<file path="config.mk">
export PLATFORM = sky130hd
export DESIGN_NAME = kdp_front
export DESIGN_NICKNAME = d
export VERILOG_FILES = /design/src/kdp_pkg.sv /design/src/kdp_front.sv
export SDC_FILE = /design/constraint.sdc
export NUM_CORES = 1
export LEC_CHECK = 0
export ABC_AREA = 0
export BUFFER_PORTS_ARGS = -buffer_cell sky130_fd_sc_hd__buf_2
export CAP_MARGIN = 20
export CORE_ASPECT_RATIO = 0.75
export CORE_MARGIN = 1.5
export CORE_UTILIZATION = 35
export DETAILED_ROUTE_END_ITERATION = 8
export PLACE_DENSITY = 0.68
export SLEW_MARGIN = 5
export SYNTH_ARGS = -nofsm -noshare
export SYNTH_HDL_FRONTEND = slang
export SYNTH_SLANG_ARGS = --single-unit
</file>
<file path="constraint.sdc">
create_clock -name clk -period 3.5 [get_ports clk]
set_input_delay 0.175 -clock clk [delete_from_list [all_inputs] [get_ports clk]]
set_output_delay 0.175 -clock clk [all_outputs]
set_load 0.01 [all_outputs]
</file>
<file path="src/kdp_pkg.sv">
// types and constants shared by the keyboard and display port bus unit
package kdp_pkg;

  localparam int ADDR_BITS = 16;
  localparam int RAM_DEPTH = 1 << ADDR_BITS;

  localparam logic [7:0] PORT_PAGE    = 8'hD0;
  localparam logic [5:0] PORT_ROW     = 6'h04;  // low byte 0x10..0x13
  localparam logic [7:0] KEY_RESET    = 8'h20;
  localparam logic [7:0] BIT7         = 8'h80;
  localparam logic [7:0] CHAR_LOWER_A = 8'h61;
  localparam logic [7:0] CHAR_LOWER_Z = 8'h7A;
  localparam logic [7:0] CASE_OFFSET  = 8'd32;
  localparam logic [6:0] CHAR_CTRL_MAX = 7'h1F;
  localparam logic [6:0] CHAR_BS      = 7'h08;
  localparam logic [6:0] CHAR_CR      = 7'h0D;
  localparam logic [6:0] CHAR_DEL     = 7'h7F;

  typedef enum logic [1:0] {
    OP_WRITE = 2'd0,
    OP_READ  = 2'd1,
    OP_KEY   = 2'd2,
    OP_TICK  = 2'd3
  } op_t;

  typedef enum logic [1:0] {
    PORT_KDATA = 2'd0,
    PORT_KCTRL = 2'd1,
    PORT_DDATA = 2'd2,
    PORT_DCTRL = 2'd3
  } port_t;

  typedef struct packed {
    logic [1:0]  func;
    logic [15:0] address;
    logic [7:0]  write_data;
    logic [7:0]  key_char;
  } item_t;

  typedef struct packed {
    logic [7:0] read_data;
    logic       print_valid;
    logic [6:0] print_char;
  } result_t;

  typedef struct packed {
    op_t                  op;
    logic                 is_port;
    port_t                port;
    logic [ADDR_BITS-1:0] ram_addr;
    logic [7:0]           data;
  } cmd_t;

endpackage

</file>
<file path="src/kdp_front.sv">
// front end: accepts items, decodes the address and queues commands
module kdp_front (
  input  logic               clk,
  input  logic               rst,
  input  logic               push,
  output logic               full,
  input  kdp_pkg::item_t     item,
  output logic               cmd_valid,
  input  logic               cmd_ready,
  output kdp_pkg::cmd_t      cmd
);

  kdp_pkg::cmd_t q [2];
  logic          wr_ptr;
  logic          rd_ptr;
  logic [1:0]    count;
  logic          do_push;
  logic          do_pop;
  kdp_pkg::cmd_t decoded;

  // classify the item: port decode needs the full 16-bit address
  always_comb begin
    decoded.op       = kdp_pkg::op_t'(item.func);
    decoded.is_port  = (item.address[15:8] == kdp_pkg::PORT_PAGE) &&
                       (item.address[7:2] == kdp_pkg::PORT_ROW);
    decoded.port     = kdp_pkg::port_t'(item.address[1:0]);
    decoded.ram_addr = item.address[kdp_pkg::ADDR_BITS-1:0];
    decoded.data     = (item.func == kdp_pkg::OP_KEY) ? item.key_char : item.write_data;
  end

  assign full      = (count == 2'd2);
  assign do_push   = push && !full;
  assign cmd_valid = (count != 2'd0);
  assign do_pop    = cmd_valid && cmd_ready;
  assign cmd       = q[rd_ptr];

  always_ff @(posedge clk) begin
    if (do_push) begin
      q[wr_ptr] <= decoded;
    end
  end

  always_ff @(posedge clk) begin
    if (rst) begin
      wr_ptr <= 1'b0;
      rd_ptr <= 1'b0;
      count  <= 2'd0;
    end else begin
      if (do_push) begin
        wr_ptr <= ~wr_ptr;
      end
      if (do_pop) begin
        rd_ptr <= ~rd_ptr;
      end
      case ({do_push, do_pop})
        2'b10:   count <= count + 2'd1;
        2'b01:   count <= count - 2'd1;
        default: count <= count;
      endcase
    end
  end

endmodule

</file>
Yosys cells after proc, flatten, opt, wreduce, memory -nomap -nowiden

Memories as Yosys holds them, arrays and structs flattened. A register that Yosys moved wholly into a read port is not among the register bits.
Index checks and enable logic that the tools add are counted.

Latch bits: 0
Bits in read-only memories: 0
Register bits: 4
RAM bits: 58
Logic and storage cells: 26
Output and inout bits: 31
Input bits: 38
Memories kept: 1

Memory list:

| memory | depth | width | rd ports | clocked after Yosys merged registers in | write ports | RTL line        | RTL |
|---|---|---|---|---|---|---|---|
| q      | 2     | 29    | 1        | 1                                       | 1           | kdp_front.sv:13 | `kdp_pkg::cmd_t q [2];` |

Multiplexer cells: 6
Shifts and indexed selects: 0
Multipliers: 0
$add $sub $neg: 2
Reduce and logical (&&, ||, !) cells: 6
Divide/modulo/power cells: 0
Bitwise logic cells: 2
Eq/ne operators: 6
Order comparisons: 0

Operators by type and width:

| cell                                                 | count |
|---|---|
| equality test 8 bit (second input constant)          | 1 |
| 2-to-1 mux 8 bit                                     | 1 |
| equality test 2 bit (second input constant)          | 3 |
| equality test 6 x 3 -> 1 bit (second input constant) | 1 |
| 2-to-1 mux 1 bit                                     | 4 |
| one-hot mux 2 bit (2 select lines)                   | 1 |
| nonzero test 2 bit                                   | 2 |
| logical AND 1 bit                                    | 3 |
| adder 2 x 1 -> 2 bit (second input constant)         | 1 |
| equality test 2 x 1 -> 1 bit (second input constant) | 1 |
| NOT 1 bit                                            | 2 |
| subtractor 2 x 1 -> 2 bit (second input constant)    | 1 |
| zero test 1 bit                                      | 1 |

Logic depth before layout (Yosys ltp)

Depth after elaboration: 5
Depth in mapped cells: 6
Mapped depth without buffers: 6

Least setup slack after synthesis

Ideal clock, no wire load.

Kind: register -> register
From: reg count[0]
To: mem q[0][0] (netlist name) (enable)
Clock period less this slack: 1.836 ns
Cell stages (with the launch flop): 5
Arrival: 1.454 ns
Buffers on the path: 0
Required time: 3.118 ns
Library setup time: 0.382 ns
Path slack: 1.664 ns
Cell sequence: dfxtp_1 -> nand2b_2 -> inv_2 -> or3_1 -> inv_1

Longest elaborated chain between the ends: 5

Ends and longest elaborated chain:

| item                                   | RTL line        | RTL |
|---|---|---|
| start: declaration                     | kdp_front.sv:16 | `logic [1:0] count;` |
| start signal: assignment               | kdp_front.sv:56 | `2'b10: count <= count + 2'd1;` |
| start signal: assignment               | kdp_front.sv:57 | `2'b01: count <= count - 2'd1;` |
| start signal: assignment               | kdp_front.sv:58 | `default: count <= count;` |
| equality test 2 bit                    | kdp_front.sv:31 | `assign full = (count == 2'd2);` |
| net full                               | kdp_front.sv:6  | `output logic full,` |
| zero test 1 bit                        | kdp_front.sv:32 | `assign do_push = push && !full;` |
| logical AND 1 bit                      | kdp_front.sv:32 |  |
| 2-to-1 mux 1 bit                       | kdp_front.sv:38 | `if (do_push) begin` |
| 2-to-1 mux 1 bit (not written as such) | kdp_front.sv:39 | `q[wr_ptr] <= decoded;` |
| end: declaration                       | kdp_front.sv:13 |  |

The timed path passes the listed nets, and every way through them passes these cells.

Worst setup path after layout

From: reg count[0]
To: mem q[0][24] (netlist name) (enable)

Longest elaborated chain between the ends: 5

Ends and longest elaborated chain:

| item                                   | RTL line |
|---|---|
| equality test 2 bit                    | kdp_front.sv:31 |
| zero test 1 bit                        | kdp_front.sv:32 |
| logical AND 1 bit                      | kdp_front.sv:32 |
| 2-to-1 mux 1 bit                       | kdp_front.sv:38 |
| 2-to-1 mux 1 bit (not written as such) | kdp_front.sv:39 |

Every way passes these cells.

==> flow_metrics.py <==
metrics = {
    "timing": {
        "final.setup.worst_slack_ps": 1596,
        "max_clock_freq_mhz": 525.3,
        "fin_skew_ps": 5.836,
        "setup_tns_ps": 0,
        "rsz0062_at_grt": "no",
        "period_share_pct": 54.39,
        "worstMarginPinSlew_ps": 664.4,
        "setup_violations": 0,
        "relSlewSlack_pct": 55.71,
        "final.min_clock_period_ps": 1904,
        "finalHoldViolations": 0,
        "slew_violations": 0,
    },
    "clock_tree": {
        "insertion_delay_ps": 330,
        "cts_htree_levels": 3,
        "cts_resized": 0,
        "tritoncts": "yes",
        "cts_max_path_buffers": 2,
        "cts.reportedPaths.clkPinSlew_ps": 60,
        "cts_hold_buf": 0,
        "clkSinkCount": 59,
        "clock-root-buffer": "clkbuf_8",
        "cts_setup_buffers": 0,
        "cts_made_buffers": 9,
    },
    "placement": {
        "numPortBuffers": 68,
        "pre_cts_ws_ps": 1356,
        "dp.final_hpwl_mm": 2.820,
        "place_congestion": 0.7280,
    },
    "floorplanning": {
        "die_y_um": 73.49,
        "die_x_um": 96.98,
        "row_count": 25,
        "die-area_um2": 7127,
        "ios": 69,
        "initial_core_util_pct": 36.51,
        "core_um2": 6350,
    },
    "detailed_routing": {
        "first_pass_iters": 2,
        "drt_iter0_drc": 36,
        "finalWirelength_mm": 4.138,
        "wl_per_cell_um": 14.32,
        "ant_nets": 0,
        "vias": 1302,
        "drc_errors": 0,
        "viasPerCell": 4.505,
    },
    "logic_synthesis": {
        "synth_top_area_share_pct": 69.94,
        "synth_top_area_cell": "edfxtp_1",
        "syn-num-nets": 166,
        "yosysMostFrequentCell": "edfxtp_1",
        "yosys-top-cells-area": "edfxtp_1 (70%), mux2_2 (17%), dfxtp_1 (4.3%)",
        "synth_cells": 127,
        "synthArstFlopShare_pct": 0,
        "ys_seq_elements": 59,
        "seq_area_frac_synth_pct": 74.26,
        "ys_types": 24,
        "syn_area_per_cell_um2": 18.26,
        "yosys-top-cells-count": "edfxtp_1 (54), mux2_2 (35), dfxtp_1 (5), buf_2 (4), nor2_1 (4)",
        "synth_edf_count": 54,
        "ys_warn_count": 0,
        "ys.flop_type": "edfxtp_1",
        "syn_area_um2": 2318,
    },
    "flow_run": {
        "cap_violations": 0,
    },
    "worst_hold_path": {
        "min_path_cells": 1,
        "min_path_type": "input port to flop",
    },
    "cells_and_area": {
        "fillCellCount": 562,
        "antenna_cells": 0,
        "ff_latch_area_um2": 1722,
        "drive_gt1_share_pct": 57.69,
        "multi_input_area_um2": 550.5,
        "finalNetCount": 242,
        "syn_to_final_growth_pct": 25.42,
    },
    "critical_path": {
        "critPathMaxStageDelay_ps": 410,
        "cp-end-kind": "flop",
        "required_ps": 3530,
        "worstSetupPathType": "flop to flop",
        "cpMaxStageDelayCell": "dfxtp_1",
        "critPathTopFamily": "buffers and inverters",
        "critical_path_cell_count": 5,
        "cp.arrival_ps": 1930,
        "r2r_cells": 5,
        "path_max_fanout": 15,
        "critPathBufInv": 3,
        "startpoint_type": "flop",
        "worstPathCellList": "nand2b_2 -> inv_2 -> or3_1 -> inv_1 -> buf_8",
    },
    "grt": {
        "grt_pass1_vias": 1294,
        "grt_max_degree": 28,
        "grt-ovfl-total": 0,
        "grt_pass1_wl_mm": 6.472,
        "grt.total_usage_pct": 12.56,
        "antenna_found_initial": 0,
    },
    "pwr": {
        "leakagePower_nw": 1.117,
        "ir_drop_mv": 0.2645,
        "p_per_area_nw_per_um2": 688.3,
    },
    "status": {
        "status": "finished, final reports clean",
    },
}
flip-flops by register name (all words and copies together), names as in the netlist, named ones only:
name,flops
rd_ptr,1
count,2
wr_ptr,1
q,54
placed cells by master (no fill, tap or decap), drive strengths merged:
master / n
a21oi: 2
and3: 1
buf: 71
clkbuf: 12
clkinv: 4
dfxtp: 5
edfxtp: 54
ha: 1
inv: 3
mux2: 35
nand2: 1
nand2b: 1
nand4: 1
nor2: 4
nor2b: 1
nor4: 1
nor4b: 1
o21a: 1
o21ai: 2
or2: 1
or3: 2
or4b: 1
xnor2: 2
xor2: 1
final cells by class:
type | instances | share of cell area, %
tap | 81 | 3.485
multi-input combinational | 59 | 18.93
inverter | 3 | 0.3873
clock inverter | 4 | 0.6024
clock buffer | 12 | 4.647
timing repair buffer | 71 | 12.74
sequential | 59 | 59.21
logic make-up after synthesis:
kind of cell | after synthesis | synth area share (%)
AOI/OAI and AO/OA | 5 | 1.187
xor gates and xnor gates | 3 | 1.134
adders and majority gates | 1 | 0.5396
buffers and inverters | 9 | 1.997
DFF | 59 | 74.26
muxes | 35 | 17.00
and+or+nand+nor | 15 | 3.886
power by group:
group | switching, mW | internal, mW
clock network | 0.237 | 0.250
registers | 0.0410 | 0.897
logic | 0.296 | 0.281
total | 0.574 | 1.43
metrics by stage:
step / hold WS [ps] / power (mW) / util (%) / std cells / instance area (um2)
final: 39.49 / 2.001 / 45.79 / 289 / 2908
after global routing: 17.43 / 2.115 / 45.79 / 289 / 2908
after detailed placement: 373.3 / 1.528 / 43.15 / 272 / 2740
after CTS: 18.60 / 2.021 / 45.56 / 288 / 2893
after global placement: 372.6 / 1.523 / 43.15 / 272 / 2740
after floorplan: 244.1 / 1.325 / - / 127 / 2318
metal layers:
| layer | part of all wire, % | vias up | global-route usage [%] | wire length, um |
|---|---|---|---|---|
| li1 | - | 633 | - | - |
| met1 | 50 | 611 | 16.44 | 2088 |
| met2 | 42 | 50 | 17.72 | 1724 |
| met3 | 6.7 | 8 | 6.565 | 277 |
| met4 | 1.2 | 0 | 4.831 | 48 |
| met5 | 0 | - | 0 | 0 |
path summary, 6_finish.rpt:
path | start | endpoint | slack, ps
min | item[17] | q[0][25] | 40
max | count[0] | q[0][24] | 1600
min reg2reg | wr_ptr | wr_ptr | 500
max reg2reg | count[0] | q[0][24] | 1600
(Power assumes the default switching activity.)
